## config.mk

```make
export PLATFORM = sky130hd
export DESIGN_NAME = smm_mac
export DESIGN_NICKNAME = d
export VERILOG_FILES = /design/src/smm_pkg.sv /design/src/smm_mac.sv
export SDC_FILE = /design/constraint.sdc
export NUM_CORES = 2
export LEC_CHECK = 0
export ABC_AREA = 1
export BUFFER_PORTS_ARGS = -buffer_cell sky130_fd_sc_hd__buf_2
export CAP_MARGIN = 25
export CORE_UTILIZATION = 53
export CTS_CLUSTER_DIAMETER = 200
export DETAILED_ROUTE_END_ITERATION = 6
export GPL_ROUTABILITY_DRIVEN = 0
export PLACE_DENSITY = 0.75
export SLEW_MARGIN = 25
export SYNTH_ARGS = -nofsm -noshare
export SYNTH_HDL_FRONTEND = slang
export SYNTH_SLANG_ARGS = --single-unit
```

## constraint.sdc

```tcl
create_clock -name clk -period 11.22 [get_ports clk]
set_input_delay 0.561 -clock clk [delete_from_list [all_inputs] [get_ports clk]]
set_output_delay 0.561 -clock clk [all_outputs]
set_load 0.01 [all_outputs]
```

## src/smm_pkg.sv

```systemverilog
// Shared types, codes and helpers for the small matrix multiplier.
package smm_pkg;

  // Default largest matrix dimension, and the bound set by the 3-bit index fields.
  localparam int MAX_DIM_DEFAULT = 8;
  localparam int DIM_LIMIT       = 8;

  localparam int DIM_W   = 4;   // width of a size register
  localparam int IDX_W   = 3;   // width of a row or column index
  localparam int ELEM_W  = 32;  // Q16.16 element width
  localparam int PROD_W  = 64;  // full-precision product width
  localparam int FRAC_W  = 16;  // fraction bits
  localparam int CFG_A_W = 2;   // configuration index width

  localparam logic [1:0] CMD_LOAD_A  = 2'd0;
  localparam logic [1:0] CMD_LOAD_B  = 2'd1;
  localparam logic [1:0] CMD_COMPUTE = 2'd2;

  localparam logic [CFG_A_W-1:0] REG_ROWS_A = 2'd0;
  localparam logic [CFG_A_W-1:0] REG_INNER  = 2'd1;
  localparam logic [CFG_A_W-1:0] REG_COLS_B = 2'd2;

  // Control that travels alongside the operands of one multiply-accumulate step.
  typedef struct packed {
    logic             vld;
    logic             first;    // first term of an element: restart the sum
    logic             lastk;    // final term of an element
    logic [IDX_W-1:0] row;
    logic [IDX_W-1:0] col;
    logic             last;     // final element of the compute
  } tag_t;

  // One finished product element.
  typedef struct packed {
    logic              vld;
    logic [IDX_W-1:0]  row;
    logic [IDX_W-1:0]  col;
    logic [ELEM_W-1:0] value;
    logic              sat;
    logic              last;
  } res_t;

  // A written size of zero becomes one, and a size above the cap becomes the cap.
  function automatic logic [DIM_W-1:0] clamp_dim(input logic [DIM_W-1:0] v,
                                                 input logic [DIM_W-1:0] cap);
    logic [DIM_W-1:0] x;
    x = v;
    if (x == '0) x = {{(DIM_W-1){1'b0}}, 1'b1};
    if (x > cap) x = cap;
    return x;
  endfunction

endpackage

```

## src/smm_mac.sv

```systemverilog
// Shared multiply-accumulate unit with the final shift and saturation.
module smm_mac #(
  parameter int MAX_DIM = smm_pkg::MAX_DIM_DEFAULT
) (
  input  logic                       clk,
  input  logic                       rst_n,
  input  logic                       adv,
  input  logic [smm_pkg::ELEM_W-1:0] a_val,
  input  logic [smm_pkg::ELEM_W-1:0] b_val,
  input  smm_pkg::tag_t              tag_in,
  output smm_pkg::res_t              res
);

  localparam int DIM_CAP = (MAX_DIM < smm_pkg::DIM_LIMIT) ? MAX_DIM : smm_pkg::DIM_LIMIT;
  localparam int ACC_W   = smm_pkg::PROD_W + $clog2(DIM_CAP) + 1;
  localparam int TOP_LO  = smm_pkg::FRAC_W + smm_pkg::ELEM_W - 1;

  logic signed [smm_pkg::PROD_W-1:0] prod_r;
  smm_pkg::tag_t                     tag2_r;
  logic signed [ACC_W-1:0]           acc_r;
  logic signed [ACC_W-1:0]           prod_ext;
  logic                              done_r;
  logic [smm_pkg::IDX_W-1:0]         row_r, col_r;
  logic                              last_r;
  logic [ACC_W-1-TOP_LO:0]           top_bits;
  logic                              fits;

  // Multiply stage.
  always_ff @(posedge clk) begin
    if (!rst_n) begin
      tag2_r <= '0;
    end else if (adv) begin
      tag2_r <= tag_in;
    end
  end

  always_ff @(posedge clk) begin
    if (adv) begin
      prod_r <= $signed(a_val) * $signed(b_val);
    end
  end

  assign prod_ext = ACC_W'(prod_r);

  // Accumulate stage; done_r marks a finished sum held in acc_r.
  always_ff @(posedge clk) begin
    if (!rst_n) begin
      done_r <= 1'b0;
    end else if (adv) begin
      done_r <= tag2_r.vld && tag2_r.lastk;
    end
  end

  always_ff @(posedge clk) begin
    if (adv && tag2_r.vld) begin
      acc_r  <= tag2_r.first ? prod_ext : acc_r + prod_ext;
      row_r  <= tag2_r.row;
      col_r  <= tag2_r.col;
      last_r <= tag2_r.last;
    end
  end

  // After the floor shift by 16, the sum fits 32 bits when every bit above bit 31
  // of the shifted value matches its sign.
  assign top_bits = acc_r[ACC_W-1:TOP_LO];
  assign fits     = (top_bits == '0) || (top_bits == '1);

  always_comb begin
    res.vld  = done_r;
    res.row  = row_r;
    res.col  = col_r;
    res.last = last_r;
    res.sat  = !fits;
    if (fits) begin
      res.value = acc_r[TOP_LO:smm_pkg::FRAC_W];
    end else if (acc_r[ACC_W-1]) begin
      res.value = {1'b1, {(smm_pkg::ELEM_W-1){1'b0}}};
    end else begin
      res.value = {1'b0, {(smm_pkg::ELEM_W-1){1'b1}}};
    end
  end

endmodule
```

Yosys cells after proc, flatten, opt, wreduce, memory -nomap -nowiden. Cells that the tools add are included.

Bits in registers: 150. Input port bits: 77. Word-level logic and storage cells: 23.

Add/sub/neg operators: 1. Multiply operators: 1. Equal/unequal tests: 1. Muxes and demuxes: 3. Reductions and logical operators: 5.

Operators by type and width (number): $add 68x64->68 (1); $mux 68 (1); $mul 32x32->64 (1); $mux 32 (2); $eq 21x21->1 const B (1); $logic_not 21->1 (1); $logic_and 1x1->1 (2); $logic_not 1->1 (1); $logic_or 1x1->1 (1).

Longest topological paths before layout.
Depth after elaboration: 3. Depth in mapped cells: 31. Gate-level depth less buffers: 30.

Worst setup path before layout. No wires, ideal clock.

Path type: in2reg. From: input port a_val[31] (netlist bit). To: register prod_r[62] (netlist bit), data pin. Library setup time: 0.252 ns. Arrival time: 7.236 ns. Setup slack: 3.732 ns. Stages: 27. Path through: clkbuf_1 -> nand2_1 -> inv_1 -> fa_1 -> inv_1 -> fa_1 -> inv_1 -> fa_1 -> fa_1 -> inv_1 -> fa_1 -> inv_1 -> fa_1 -> inv_1 -> fa_1 -> inv_1 -> fa_1 -> ha_1 -> nand2_1 -> nor2_1 -> inv_1 -> nor2_1 -> inv_1 -> nor4_4 -> nand2_2 -> nand3_1 -> nand2_1.

Cells in the longest elaborated chain, start to end: 1.

RTL lines: from (decl) (line smm_mac.sv:8) `input logic [smm_pkg::ELEM_W-1:0] a_val,`; $mul 32x32->64 (line smm_mac.sv:39) `prod_r <= $signed(a_val) * $signed(b_val);`; to (signal assigned) (line smm_mac.sv:39); to (decl) (line smm_mac.sv:18) `logic signed [smm_pkg::PROD_W-1:0] prod_r;`.

No other way between the ends. A chain may end at the register's enable or synchronous reset.

Worst setup path in the final report.
From: input port b_val[5] (netlist bit). To: register prod_r[62] (netlist bit), data pin.

Cells in the longest elaborated chain, start to end: 1.

RTL lines: from (decl) (line smm_mac.sv:9) `input logic [smm_pkg::ELEM_W-1:0] b_val,`; $mul 32x32->64 (line smm_mac.sv:39).

No other way between the ends.

==> qor.csv <==
metric,value,unit
number of port buffers,117,
"most used cell, CP",inv_1,
Initial DRT Pass Iterations,7,
TritonCTS clock tree,yes,
"EDFF count, synth",139,
Least-Margin Pin Slew,0.9293,ns
"Slew Viols, Final",0,
"most common cell after layout, fill and taps aside",nand2_1,
drt total wl,137300,um
Overflow after GRT,0,
pre-CTS setup slack,2.608,ns
critical path's largest stage delay,0.93,ns
Initial DRC Count,4249,
Synth Cell Area,49580,um2
GRT Total Usage,30.40,%
Post-CTS Resized,0,
CTS Hold Bufs,0,
clk root buf,clkbuf_16,
Die Width,307.8,um
Fin Setup TNS,0,ns
CP endpoint kind,flip-flop,
antenna-violating nets left,0,
vias in the first global route,43666,
Via density,5.351,
largest net degree at the start of global routing,76,
crit path DAT,8.44,ns
share of synthesized area occupied by flip-flops and latches,8.864,%
Main synth FF type,edfxtp_1,
RSZ-0062 raised after global routing,false,
# rows,111,
slowest CP cell,fa_1,
placed cell count,7617,
status,"complete, but fails checks",
crit path kind,input pin to flip-flop,
Die H,307.8,um
Worst Hold Class,input pin to flip-flop,
DR WL met3,12990,um
post-placement cell area,50990,um2
CTS Buf Count,17,
Post-Layout Cell Count,7652,
Area growth syn-to-layout,4.053,%
layout cell share with drive strength beyond 1,4.418,%
DR top layer,met5,
synthesized instance count,6461,
htree depth,4,
Die ar.,94770,um2
CP top delay family,adder cells,
Synthesized Nets,7872,
most frequent cells in the layout,"nand2_1 (1869), inv_1 (1829), fa_1 (1083)",
failing checks,DRC,
DRC violations left,5,
"Buf+Inv Stages, Crit Path",10,
routed wl met2,64910,um
Fin. Hold Viols,0,
routed len/inst,17.95,um
Clock Tree Buf Depth,2,
first-pass GRT wire length,226700,um
boundary pin count,118,
Required @ worst endpoint,11.43,ns
CTS Sinks,150,
Final min period,8.238,ns
"Clk pin slew, worst setup/hold paths",0.07,ns
setup bufs post-CTS,0,
Tcrit/Tclk final,73.42,%
synth unique cells,49,
CP Launch Type,input pin,
maxcap violations,0,
Final WS setup,2.982,ns
Setup Skew,0.02448,ns
Post-synth ARST share,0,%
fin nets,7804,
Metal-1 WL,53880,um
Post-DP HPWL,114900,um
vias,40945,
final setup vio count,0,
"Clk Latency, worst-skew pair",0.46,ns
Mean Syn Cell Area,7.673,um2
Core ar.,92220,um2
Starting Density,53.76,%
"Design Area, Final",51590,um2
initial antenna violation count,5,
Rel. slew slack,38.05,%
highest clock rate,121.4,MHz
crit-path max FO,32,
#FFs+latches synth,150,
warnings from Yosys,0,
-- final timing paths --
check	startpoint	end	slack, ns	depth (start not counted)
hold reg to reg	tag2_r[5]	row_r[1]	0.43	0
hold / removal	tag_in[7]	tag2_r[7]	0.33	3
setup reg to reg	prod_r[0]	acc_r[64]	8.26	17
setup / recovery	b_val[5]	prod_r[62]	2.98	27
-- cell families (layout without fill, tap and decap cells) --
logic type      after synthesis  in the layout  share of synthesized area (%)
simple gates               2503           2503                          20.43
buf+inv                    2072           2017                          15.72
fa+ha+maj                  1334           1334                          50.07
compound gates              341            341                          3.849
flops                       150            150                          8.864
xor+xnor                     61             61                          1.078
other cells                   0              3                              0
-- cell usage after synthesis, types with 5 or more instances --
cell,n,area [um2]
a21o_1,13,97.59
a21oi_1,162,810.8
a21oi_2,7,61.31
and3_1,5,31.28
buf_1,5,18.77
buf_2,6,30.03
clkbuf_1,205,769.5
dfxtp_1,11,220.2
edfxtp_1,139,4174
fa_1,1083,21680
ha_1,251,3141
inv_1,1831,6873
inv_2,22,82.58
nand2_1,1870,7019
nand2_2,26,162.7
nand3_1,149,745.7
nand3_2,5,50.05
nand3b_1,22,165.2
nand4_1,33,206.5
nor2_1,303,1137
nor2_2,17,106.4
nor3_1,18,90.09
nor4_1,13,81.33
o21ai_0,88,440.4
o21ai_1,21,105.1
o21bai_1,30,225.2
or2_1,5,31.28
or2_2,24,150.1
xnor2_1,20,175.2
xor2_1,41,359.1
-- state kept, by name (all words and copies together) (netlist names) --
signal and flops:
acc_r 68, col_r 3, done_r 1, last_r 1, prod_r 64, row_r 3, tag2_r 10
-- layer usage --
metal / track usage, % / vias up
met5: 0 / -
met4: 11.23 / 6
met3: 5.099 / 379
met2: 50.46 / 2104
met1: 40.06 / 20150
li1: - / 18306
-- worst register-to-register path, delay by kind of cell, from the launching register on --
| kind | cells | cell delay (ns) |
|---|---|---|
| simple gates | 13 | 1.47 |
| fa+ha+maj | 2 | 0.63 |
| buf+inv | 2 | 0.25 |
| flops | 1 | 0.36 |
-- metrics by stage --
step / hold slack, ns / util, %
floorplan: 0.4029 / -
global placement: 0.4060 / 55.30
detailed placement: 0.4119 / 55.30
CTS: 0.3232 / 55.93
global route: 0.3329 / 55.94
finish: 0.3343 / 55.94
-- final cells by class --
cell class / instances / area (um2)
clock inverters: 13 / 148.9
well taps: 1243 / 1555
repair buffers: 131 / 690.7
flip-flops and latches: 150 / 4395
multi-input cells: 4239 / 37400
fillers: 8547 / 40630
clock buffers: 19 / 432.9
diodes: 3 / 7.507
inverters: 1854 / 6959
Power is left out: the tool's default activity adds up to more than one toggle a clock period on the data nets, which glitch-free logic cannot reach.
