$ cat src/smm_pkg.sv
// Shared types, codes and helpers for the small matrix multiplier.
package smm_pkg;

  // Default largest matrix dimension, and the bound set by the 3-bit index fields.
  localparam int MAX_DIM_DEFAULT = 8;
  localparam int DIM_LIMIT       = 8;

  localparam int DIM_W   = 4;   // width of a size register
  localparam int IDX_W   = 3;   // width of a row or column index
  localparam int ELEM_W  = 32;  // Q16.16 element width
  localparam int PROD_W  = 64;  // full-precision product width
  localparam int FRAC_W  = 16;  // fraction bits
  localparam int CFG_A_W = 2;   // configuration index width

  localparam logic [1:0] CMD_LOAD_A  = 2'd0;
  localparam logic [1:0] CMD_LOAD_B  = 2'd1;
  localparam logic [1:0] CMD_COMPUTE = 2'd2;

  localparam logic [CFG_A_W-1:0] REG_ROWS_A = 2'd0;
  localparam logic [CFG_A_W-1:0] REG_INNER  = 2'd1;
  localparam logic [CFG_A_W-1:0] REG_COLS_B = 2'd2;

  // Control that travels alongside the operands of one multiply-accumulate step.
  typedef struct packed {
    logic             vld;
    logic             first;    // first term of an element: restart the sum
    logic             lastk;    // final term of an element
    logic [IDX_W-1:0] row;
    logic [IDX_W-1:0] col;
    logic             last;     // final element of the compute
  } tag_t;

  // One finished product element.
  typedef struct packed {
    logic              vld;
    logic [IDX_W-1:0]  row;
    logic [IDX_W-1:0]  col;
    logic [ELEM_W-1:0] value;
    logic              sat;
    logic              last;
  } res_t;

  // A written size of zero becomes one, and a size above the cap becomes the cap.
  function automatic logic [DIM_W-1:0] clamp_dim(input logic [DIM_W-1:0] v,
                                                 input logic [DIM_W-1:0] cap);
    logic [DIM_W-1:0] x;
    x = v;
    if (x == '0) x = {{(DIM_W-1){1'b0}}, 1'b1};
    if (x > cap) x = cap;
    return x;
  endfunction

endpackage

$ cat src/smm_seq.sv
// Sequencer that walks row, column and inner index of a compute and issues store reads.
module smm_seq #(
  parameter int MAX_DIM = smm_pkg::MAX_DIM_DEFAULT
) (
  input  logic                       clk,
  input  logic                       rst_n,
  input  logic                       start,
  input  logic                       adv,
  input  logic [smm_pkg::DIM_W-1:0]  rows,
  input  logic [smm_pkg::DIM_W-1:0]  inner,
  input  logic [smm_pkg::DIM_W-1:0]  cols,
  output logic                       busy,
  output smm_pkg::tag_t              tag,
  output logic [((MAX_DIM < smm_pkg::DIM_LIMIT ? MAX_DIM : smm_pkg::DIM_LIMIT) *
                 (MAX_DIM < smm_pkg::DIM_LIMIT ? MAX_DIM : smm_pkg::DIM_LIMIT) > 1 ?
                 $clog2((MAX_DIM < smm_pkg::DIM_LIMIT ? MAX_DIM : smm_pkg::DIM_LIMIT) *
                        (MAX_DIM < smm_pkg::DIM_LIMIT ? MAX_DIM : smm_pkg::DIM_LIMIT)) : 1)
                -1:0] a_addr,
  output logic [((MAX_DIM < smm_pkg::DIM_LIMIT ? MAX_DIM : smm_pkg::DIM_LIMIT) *
                 (MAX_DIM < smm_pkg::DIM_LIMIT ? MAX_DIM : smm_pkg::DIM_LIMIT) > 1 ?
                 $clog2((MAX_DIM < smm_pkg::DIM_LIMIT ? MAX_DIM : smm_pkg::DIM_LIMIT) *
                        (MAX_DIM < smm_pkg::DIM_LIMIT ? MAX_DIM : smm_pkg::DIM_LIMIT)) : 1)
                -1:0] b_addr
);

  localparam int DIM_CAP = (MAX_DIM < smm_pkg::DIM_LIMIT) ? MAX_DIM : smm_pkg::DIM_LIMIT;
  localparam int DEPTH   = DIM_CAP * DIM_CAP;
  localparam int AW      = (DEPTH > 1) ? $clog2(DEPTH) : 1;
  localparam int FW      = 8;

  logic                      busy_r, busy_nxt;
  logic [smm_pkg::IDX_W-1:0] r_r, r_nxt;
  logic [smm_pkg::IDX_W-1:0] c_r, c_nxt;
  logic [smm_pkg::IDX_W-1:0] k_r, k_nxt;
  logic                      issue;
  logic                      k_end, c_end, r_end;
  logic [FW-1:0]             a_full, b_full;

  assign issue = busy_r && adv;
  assign k_end = ({1'b0, k_r} == inner - smm_pkg::DIM_W'(1));
  assign c_end = ({1'b0, c_r} == cols  - smm_pkg::DIM_W'(1));
  assign r_end = ({1'b0, r_r} == rows  - smm_pkg::DIM_W'(1));

  always_comb begin
    busy_nxt = busy_r;
    r_nxt    = r_r;
    c_nxt    = c_r;
    k_nxt    = k_r;
    if (start) begin
      busy_nxt = 1'b1;
      r_nxt    = '0;
      c_nxt    = '0;
      k_nxt    = '0;
    end else if (issue) begin
      if (k_end) begin
        k_nxt = '0;
        if (c_end) begin
          c_nxt = '0;
          if (r_end) begin
            busy_nxt = 1'b0;
          end else begin
            r_nxt = r_r + smm_pkg::IDX_W'(1);
          end
        end else begin
          c_nxt = c_r + smm_pkg::IDX_W'(1);
        end
      end else begin
        k_nxt = k_r + smm_pkg::IDX_W'(1);
      end
    end
  end

  always_ff @(posedge clk) begin
    if (!rst_n) begin
      busy_r <= 1'b0;
      r_r    <= '0;
      c_r    <= '0;
      k_r    <= '0;
    end else begin
      busy_r <= busy_nxt;
      r_r    <= r_nxt;
      c_r    <= c_nxt;
      k_r    <= k_nxt;
    end
  end

  // Row-major store layout: row times the dimension cap plus column.
  assign a_full = FW'(r_r) * FW'(DIM_CAP) + FW'(k_r);
  assign b_full = FW'(k_r) * FW'(DIM_CAP) + FW'(c_r);
  assign a_addr = a_full[AW-1:0];
  assign b_addr = b_full[AW-1:0];

  assign busy      = busy_r;
  assign tag.vld   = issue;
  assign tag.first = (k_r == '0);
  assign tag.lastk = k_end;
  assign tag.row   = r_r;
  assign tag.col   = c_r;
  assign tag.last  = k_end && c_end && r_end;

endmodule

$ cat config.mk
export PLATFORM = sky130hd
export DESIGN_NAME = smm_seq
export DESIGN_NICKNAME = d
export VERILOG_FILES = /design/src/smm_pkg.sv /design/src/smm_seq.sv
export SDC_FILE = /design/constraint.sdc
export NUM_CORES = 1
export LEC_CHECK = 0
export BUFFER_PORTS_ARGS = -buffer_cell sky130_fd_sc_hd__buf_2
export CORE_AREA = 3 3 51 53
export DETAILED_ROUTE_END_ITERATION = 7
export DIE_AREA = 0 0 54 56
export PLACE_DENSITY = 0.65
export SETUP_SLACK_MARGIN = 0.5
export SLEW_MARGIN = 10
export SYNTH_ARGS = -nofsm -noshare
export SYNTH_HDL_FRONTEND = slang
export SYNTH_SLANG_ARGS = --single-unit
$ cat constraint.sdc
create_clock -name clk -period 2.9 [get_ports clk]
set_clock_uncertainty 0.2 [all_clocks]
set_input_delay 0.145 -clock clk [delete_from_list [all_inputs] [get_ports clk]]
set_output_delay 0.145 -clock clk [all_outputs]
set_load 0.05 [all_outputs]
# Word-level counts from Yosys, hierarchy flattened
# Index checks and enable logic that the tools add are counted.
[classes]
n_addsub = 8
n_eq_ne = 3
mux = 7
bitwise = 2
n_reduce_logical = 12
[op_table]
columns = ["operator", "n"]
rows = [
  ["$add A6 B3 Y6", 2],
  ["$eq A3 B4 Y1", 3],
  ["$sub A4 B1 Y4 const B", 3],
  ["$add A3 B1 Y3 const B", 3],
  ["$reduce_and A4 Y1", 2],
  ["$reduce_bool A2 Y1", 4],
  ["$mux W3", 2],
  ["$mux W1", 5],
  ["$logic_and A1 B1 Y1", 3],
  ["$logic_not A3 Y1", 1],
  ["$not A1 Y1", 2],
  ["$reduce_and A2 Y1", 1],
  ["$reduce_or A2 Y1", 1],
]
[word_totals]
reg_bits = 10
inputBits = 16
out_inout_bits = 23
elab_cells = 36

# Depth between registers and ports, before layout
# Gate-level depths: netlist of run 1.
[depth]
ltp_word = 7
depth_mapped = 8
depth_no_buf = 7

# Worst setup path after synthesis of run 1
# OpenSTA, ideal clock, no wires.
[synth_timing]
kind = "register -> register"
from = "register c_r[2] (netlist name)"
to = "register busy_r (netlist: busy)"
setup_ps = 168
arrival_ps = 2618
t_required_ps = 2532
slack_ps = -85
path_stages_with_launch = 6
path_buffers = 0
period_less_slack_ps = 2985
cell_sequence = "dfxtp_1 > xor3_1 > nor3_2 > nand2_1 > nor4_2 > a31oi_1"
[synth_between]
elab_chain_cells = 3
[synth_lines]
columns = ["item", "line_no", "source"]
rows = [
  ["start, declared", "smm_seq.sv:33", "logic [smm_pkg::IDX_W-1:0] c_r, c_nxt;"],
  ["start signal, assigned", "smm_seq.sv:82", "c_r <= c_nxt;"],
  ["$eq A3 B4 Y1", "smm_seq.sv:41", "assign c_end = ({1'b0, c_r} == cols - smm_pkg::DIM_W'(1));"],
  ["$reduce_bool A2 Y1 (no source line)", "n/a", ""],
  ["$reduce_and A4 Y1 (no source line)", "n/a", ""],
  ["end signal, assigned", "smm_seq.sv:80", "busy_r <= busy_nxt;"],
  ["end, declared", "smm_seq.sv:31", "logic busy_r, busy_nxt;"],
]
# No other way between the ends.
# A chain may end at the register's enable or synchronous reset.

# Worst setup path after layout of run 1
[layout_timing]
from = "register r_r[2] (netlist name)"
to = "register busy_r (netlist: busy)"
[layout_between]
elab_chain_cells = 3
[layout_lines]
columns = ["item", "line_no", "source"]
rows = [
  ["start, declared", "smm_seq.sv:32", "logic [smm_pkg::IDX_W-1:0] r_r, r_nxt;"],
  ["start signal, assigned", "smm_seq.sv:81", "r_r <= r_nxt;"],
  ["$eq A3 B4 Y1", "smm_seq.sv:42", "assign r_end = ({1'b0, r_r} == rows - smm_pkg::DIM_W'(1));"],
  ["$reduce_bool A2 Y1 (no source line)", "n/a", ""],
  ["$reduce_and A4 Y1 (no source line)", "n/a", ""],
]
# No other way between the ends.

==> summary.txt, run 1 <==
Pwr
  • P per Cell Area: 320.5 nW/um^2
  • Leakage: 0.5793 nW
  • Max VDD drop: 0.2272 mV

Route
  • DRC violations left: 0
  • Antenna-violating nets left: 0
  • Iteration-0 DRC Markers: 5
  • Total Routed Length: 1781 um
  • Routed WL per cell: 11.06 um
  • Vias: 763
  • DR pass1 iterations: 4
  • Via/cell ratio: 4.739

Timing
  • RSZ-0062 raised after global routing: no
  • Worst Max-Slew Pin Slew: 608.9 ps
  • Min Tclk post-route: 2293 ps
  • Tcrit/Tclk final: 0.7909
  • Final hold violation count: 0
  • Max-slew headroom: 0.5912
  • Max-slew violations: 0
  • Setup ws final: 606.5 ps
  • Setup TNS: 0 ps
  • Fmax: 436.0 MHz
  • Final setup viols: 0

Clocking
  • CTS tree: built
  • H-tree depth: 1
  • Max Buffers Root-to-Sink: 2
  • # clock sinks: 10
  • CTS Buf Count: 3
  • Root buffer cell: clkbuf_4
  • CTS clk-pin slew, worst paths: 60 ps
  • Later-pin clock latency in the skew report: 270 ps

Floorplan
  • Die area: 3024 um^2
  • Starting density of the core: 0.4009
  • Core area: 2191 um^2
  • IO Count: 39
  • Die H: 56 um
  • DIE WIDTH: 54 um
  • Core Rows: 17

GRT
  • First-pass GRT wire length: 2911 um
  • Antenna violations before repair: 0
  • Tot GR Track Use: 0.1255
  • Grt ovf: 0
  • Vias in the first global route: 700
  • Pin count of the biggest net entering global routing: 14

Finish
  • Final antenna diode count: 0
  • Layout area overhead: 25.21%
  • Finished Cell Area: 1100 um^2
  • Fin cells: 161
  • Final design utilization: 0.5020
  • Layout cells sized above 1: 0.4135
  • Final #Nets: 157

Outcome
  • Outcome: finished, final reports clean

Yosys
  • Number of synthesized flops with an enable pin: 0
  • Yosys warns: 0
  • Ys async rst share: 0
  • Register area share after synthesis: 0.2279
  • Cell variety after synth: 35
  • Post-synthesis instance total: 99
  • Synth Flop Type: dfxtp_1
  • Synth Net Count: 122
  • Mapped Area: 878.3 um^2
  • Synthesized area per cell: 8.872 um^2
  • Synth Register Bits: 10

Placement
  • Placed instance area: 1023 um^2
  • Dpl hpwl: 1479 um
  • PortBufs: 38
  • Worst slack, placed: 675.6 ps
  • Routability cong.: 0.7486
  • Placed insts: 153

Critical path
  • Worst path arrival time: 2250 ps
  • Max FO, Critical Path: 5
  • Worst setup EP type: register
  • Kind of critical path: register to register
  • CP startpoint kind: register
  • Required @ worst endpoint: 2850 ps

Min path
  • Worst min path class: primary input to register

Run
  • Max-Cap Viols: 0
-- cells in the mapped netlist (2+ instances only) --
| library cell | n | share of area |
|---|---|---|
| buf_4 | 11 | 0.094 |
| dfxtp_1 | 10 | 0.23 |
| inv_1 | 10 | 0.043 |
| ha_1 | 7 | 0.10 |
| nand2_1 | 7 | 0.030 |
| xnor2_1 | 6 | 0.060 |
| xor2_1 | 6 | 0.060 |
| nor3_1 | 5 | 0.028 |
| a21oi_1 | 3 | 0.017 |
| nand2b_1 | 3 | 0.021 |
| a31oi_1 | 2 | 0.014 |
| mux2i_1 | 2 | 0.023 |
| nand3_1 | 2 | 0.011 |
| nand3b_1 | 2 | 0.017 |
| nand4_1 | 2 | 0.014 |
| nor2b_1 | 2 | 0.014 |
-- cell families after synthesis --
| group | after synthesis | synth area share |
|---|---|---|
| multiplexers | 2 | 0.02279 |
| buffers and inverters | 22 | 0.1496 |
| AND/OR/NAND/NOR | 34 | 0.2536 |
| AO/OA/AOI/OAI | 10 | 0.07407 |
| adder cells (fa/ha/maj) | 7 | 0.09971 |
| XOR/XNOR | 14 | 0.1724 |
| flip-flops | 10 | 0.2279 |
-- placed cells by master (no fill, tap or decap), types with 2 or more instances in the layout --
cell            n
dfxtp_1         6
inv_1          10
buf_4           2
dlygate4sd3_1   2
nand3b_1        2
xnor2_1         6
dfxtp_2         4
a31oi_1         2
nor3_1          5
a21oi_1         3
xor2_1          6
mux2i_1         2
nand4_1         2
nor2b_1         2
buf_2          38
nand2_1         6
ha_1            7
clkbuf_4        3
nand3_1         2
nand2b_1        3
-- worst max-delay path: stages, from the launching register on --
cell and delay, ps:
dfxtp_2 340, xnor3_1 360, nand3_1 100, or2_4 270, nor4_4 240, a31oi_1 110
dlygate4sd3_1 550
-- registers in the layout, indices dropped and copies added, names as in the netlist --
| register | count |
|---|---|
| r_r | 3 |
| k_r | 3 |
| c_r | 3 |
| busy | 1 |
-- layer usage --
layer	global-route usage	routed length [um]	up-vias
li1	-	-	404
met1	0.1507	759	339
met2	0.2076	908	20
met3	0.05094	112	0
met4	0.02135	0	0
met5	0	0	-
-- report_power, final --
part / internal (mW) / switching (mW) / total [mW]
clock: 0.0763 / 0.0510 / 0.127
sequential: 0.139 / 0.00151 / 0.140
combinational: 0.0348 / 0.0503 / 0.0850
total: 0.250 / 0.103 / 0.353
-- final cells by class --
class	count	area [um^2]
clock buffers	4	36.28
fillers	223	1091
repair buffers	42	225.2
multi-input cells	67	560.5
flip-flops and latches	10	205.2
inverters	10	37.54
well taps	28	35.03
-- metrics by stage --
step | hold slack, ps | power, mW
after floorplan | 52.34 | 0.2026
after global placement | 157.1 | 0.2212
after detailed placement | 168.0 | 0.2237
after CTS | 8.217 | 0.3539
after global routing | 45.70 | 0.3728
final | 7.083 | 0.3525
-- what timing repair did --
item | in CTS | in global routing
hold endpoints to repair | 1 | 0
resized for setup | 0 | 2
hold buffers | 2 | 0
setup buffers | 0 | 2
setup endpoints to repair | 0 | 2
-- path summary, 6_finish.rpt --
kind / endpoint / start / cells after the start / slack (ps)
min reg2reg: r_r[2] / r_r[2] / 2 / 300
max reg2reg: busy / r_r[2] / 6 / 610
max: busy / r_r[2] / 6 / 610
min: r_r[2] / start / 4 / 7
Power figures use the tool's default switching activity.
==> inputs of run 2 (changes only) <==
--- a/config.mk
+++ b/config.mk
@@ -9,7 +9,7 @@
 export CORE_AREA = 3 3 51 53
 export DETAILED_ROUTE_END_ITERATION = 7
 export DIE_AREA = 0 0 54 56
-export PLACE_DENSITY = 0.65
+export PLACE_DENSITY = 0.68
 export SETUP_SLACK_MARGIN = 0.5
 export SLEW_MARGIN = 10
 export SYNTH_ARGS = -nofsm -noshare
==> constraint.sdc (replaced) <==
create_clock -name clk -period 2.05 [get_ports clk]
set_clock_uncertainty 0.2 [all_clocks]
set_input_delay 0.1025 -clock clk [delete_from_list [all_inputs] [get_ports clk]]
set_output_delay 0.1025 -clock clk [all_outputs]
set_load 0.05 [all_outputs]
==> run 2 against run 1 <==
Critical path depth fell by 1. Global-route usage grew 1.7 points. Critical path type is now register to output port. Final area is 19% higher. Worst hold slack improved by 65 ps. Clock power is 45% higher. Utilization increased by 9.7 points. Sequential share of layout area fell by 1.4 points.
==> summary.txt, run 2 (synthesis results as in run 1) <==
Route
  • Total Routed Length: 2115 um
  • Via/cell ratio: 4.831
  • Antenna-violating nets left: 0
  • DRC violations left: 0
  • Iteration-0 DRC Markers: 12
  • DR pass1 iterations: 4
  • Routed WL per cell: 12.30 um
  • Vias: 831

Outcome
  • Outcome: finished, final reports clean

Finish
  • Commonest non-fill, non-tap cell in the layout: buf_2
  • Most frequent cells in the layout: 34 x buf_2, 9 x inv_1, 9 x buf_4
  • Layout area overhead: 49.43%
  • Final #Nets: 168
  • Final antenna diode count: 0
  • Largest regs: c_r: 3 flops, k_r: 3 flops, r_r: 3 flops
  • Fillcell total: 183
  • Layout cells sized above 1: 0.5625
  • Fin cells: 172
  • Finished Cell Area: 1313 um^2

Pwr
  • Max VDD drop: 0.3859 mV
  • P per Cell Area: 400.2 nW/um^2
  • Leakage: 0.6561 nW

Timing
  • Min Tclk post-route: 1955 ps
  • Fmax: 511.4 MHz
  • Tcrit/Tclk final: 0.9538
  • Max-slew violations: 0
  • RSZ-0062 raised after global routing: yes
  • Worst Max-Slew Pin Slew: 326.8 ps
  • Final setup viols: 0
  • Min Hold Slack: 72.41 ps
  • Max-slew headroom: 0.7805
  • Final hold violation count: 0

Placement
  • Dpl hpwl: 1492 um
  • Placed instance area: 1067 um^2
  • PortBufs: 38
  • Placed insts: 155
  • Routability cong.: 0.7700

Floorplan
  • Core area: 2191 um^2
  • Die H: 56 um
  • DIE WIDTH: 54 um
  • Die area: 3024 um^2
  • Starting density of the core: 0.4009
  • IO Count: 39
  • Core Rows: 17

Critical path
  • Worst setup path startpoint: r_r[2]
  • Required @ worst endpoint: 1750 ps
  • FF-to-FF Start: c_r[2]
  • Kind of critical path: register to output port
  • Worst setup EP type: output port
  • CP startpoint kind: register
  • Max FO, Critical Path: 2
  • Worst path arrival time: 1650 ps

GRT
  • Antenna violations before repair: 0
  • Pin count of the biggest net entering global routing: 11
  • Grt ovf: 0
  • Vias in the first global route: 775
  • Tot GR Track Use: 0.1422
  • First-pass GRT wire length: 3208 um

Clocking
  • CTS Buf Count: 3
  • H-tree depth: 1
  • CTS tree: built
  • Later-pin clock latency in the skew report: 280 ps
  • Max Buffers Root-to-Sink: 2
  • # clock sinks: 10
  • Root buffer cell: clkbuf_4
  • CTS clk-pin slew, worst paths: 70 ps

Run
  • Max-Cap Viols: 0

Min path
  • HP Start: adv
  • Worst min path class: primary input to register
[run 2: worst max-delay path, cell delays in order (launching register included)]
cell	delay [ps]
dfxtp_4	340
xnor3_1	210
nand3_2	90
or2_4	250
nor4_4	280
buf_6	210
[run 2: path summary, 6_finish.rpt]
check	to	slack, ps	cells after the start
max	tag[0]	90	5
min	k_r[0]	70	4
max reg2reg	r_r[0]	170	6
min reg2reg	c_r[1]	310	2
[run 2: metrics by stage]
step	utilization	TNS, ps	worst slack [ps]	total power [mW]
after floorplan	-	-57.77	-57.77	0.2838
after global placement	0.4872	0	78.71	0.3134
after detailed placement	0.4872	0	18.61	0.3173
after CTS	0.5637	0	113.2	0.5182
after global routing	0.5991	0	45.64	0.5529
final	0.5991	0	94.63	0.5252
[run 2: per-layer routing]
metal  part of all wire  track usage  routed length, um  vias up
met5                  0            0                  0        -
met4              0.012      0.04270                 25        0
met3              0.060      0.05094                127        3
met2               0.54       0.2543               1147       26
met1               0.38       0.1487                814      388
li1                   -            -                  -      414
[run 2: layout make-up]
type                    instances  area (um^2)  area share
clock buffers                   4        36.28     0.02765
inverters                      10        40.04     0.03051
well taps                      28        35.03     0.02669
flip-flops and latches         10        226.5      0.1725
multi-input cells              67        628.1      0.4786
repair buffers                 53        346.6      0.2641
[run 2: timing repair]
item / 4_1_cts / 5_1_grt
endpoints found under the setup margin: 10 / 14
hold buffers: 3 / 0
buffers inserted: 7 / 2
gates resized for setup: 11 / 14
cloned: 0 / 1
pin swaps: 3 / 1
endpoints found under the hold margin: 2 / 0
[run 2: report_power, final]
part | leakage [nW] | internal (mW) | switching (mW) | total [mW]
combinational | 0.548 | 0.0687 | 0.0817 | 0.150
sequential | 0.0873 | 0.189 | 0.00223 | 0.191
clock | 0.0210 | 0.108 | 0.0754 | 0.184
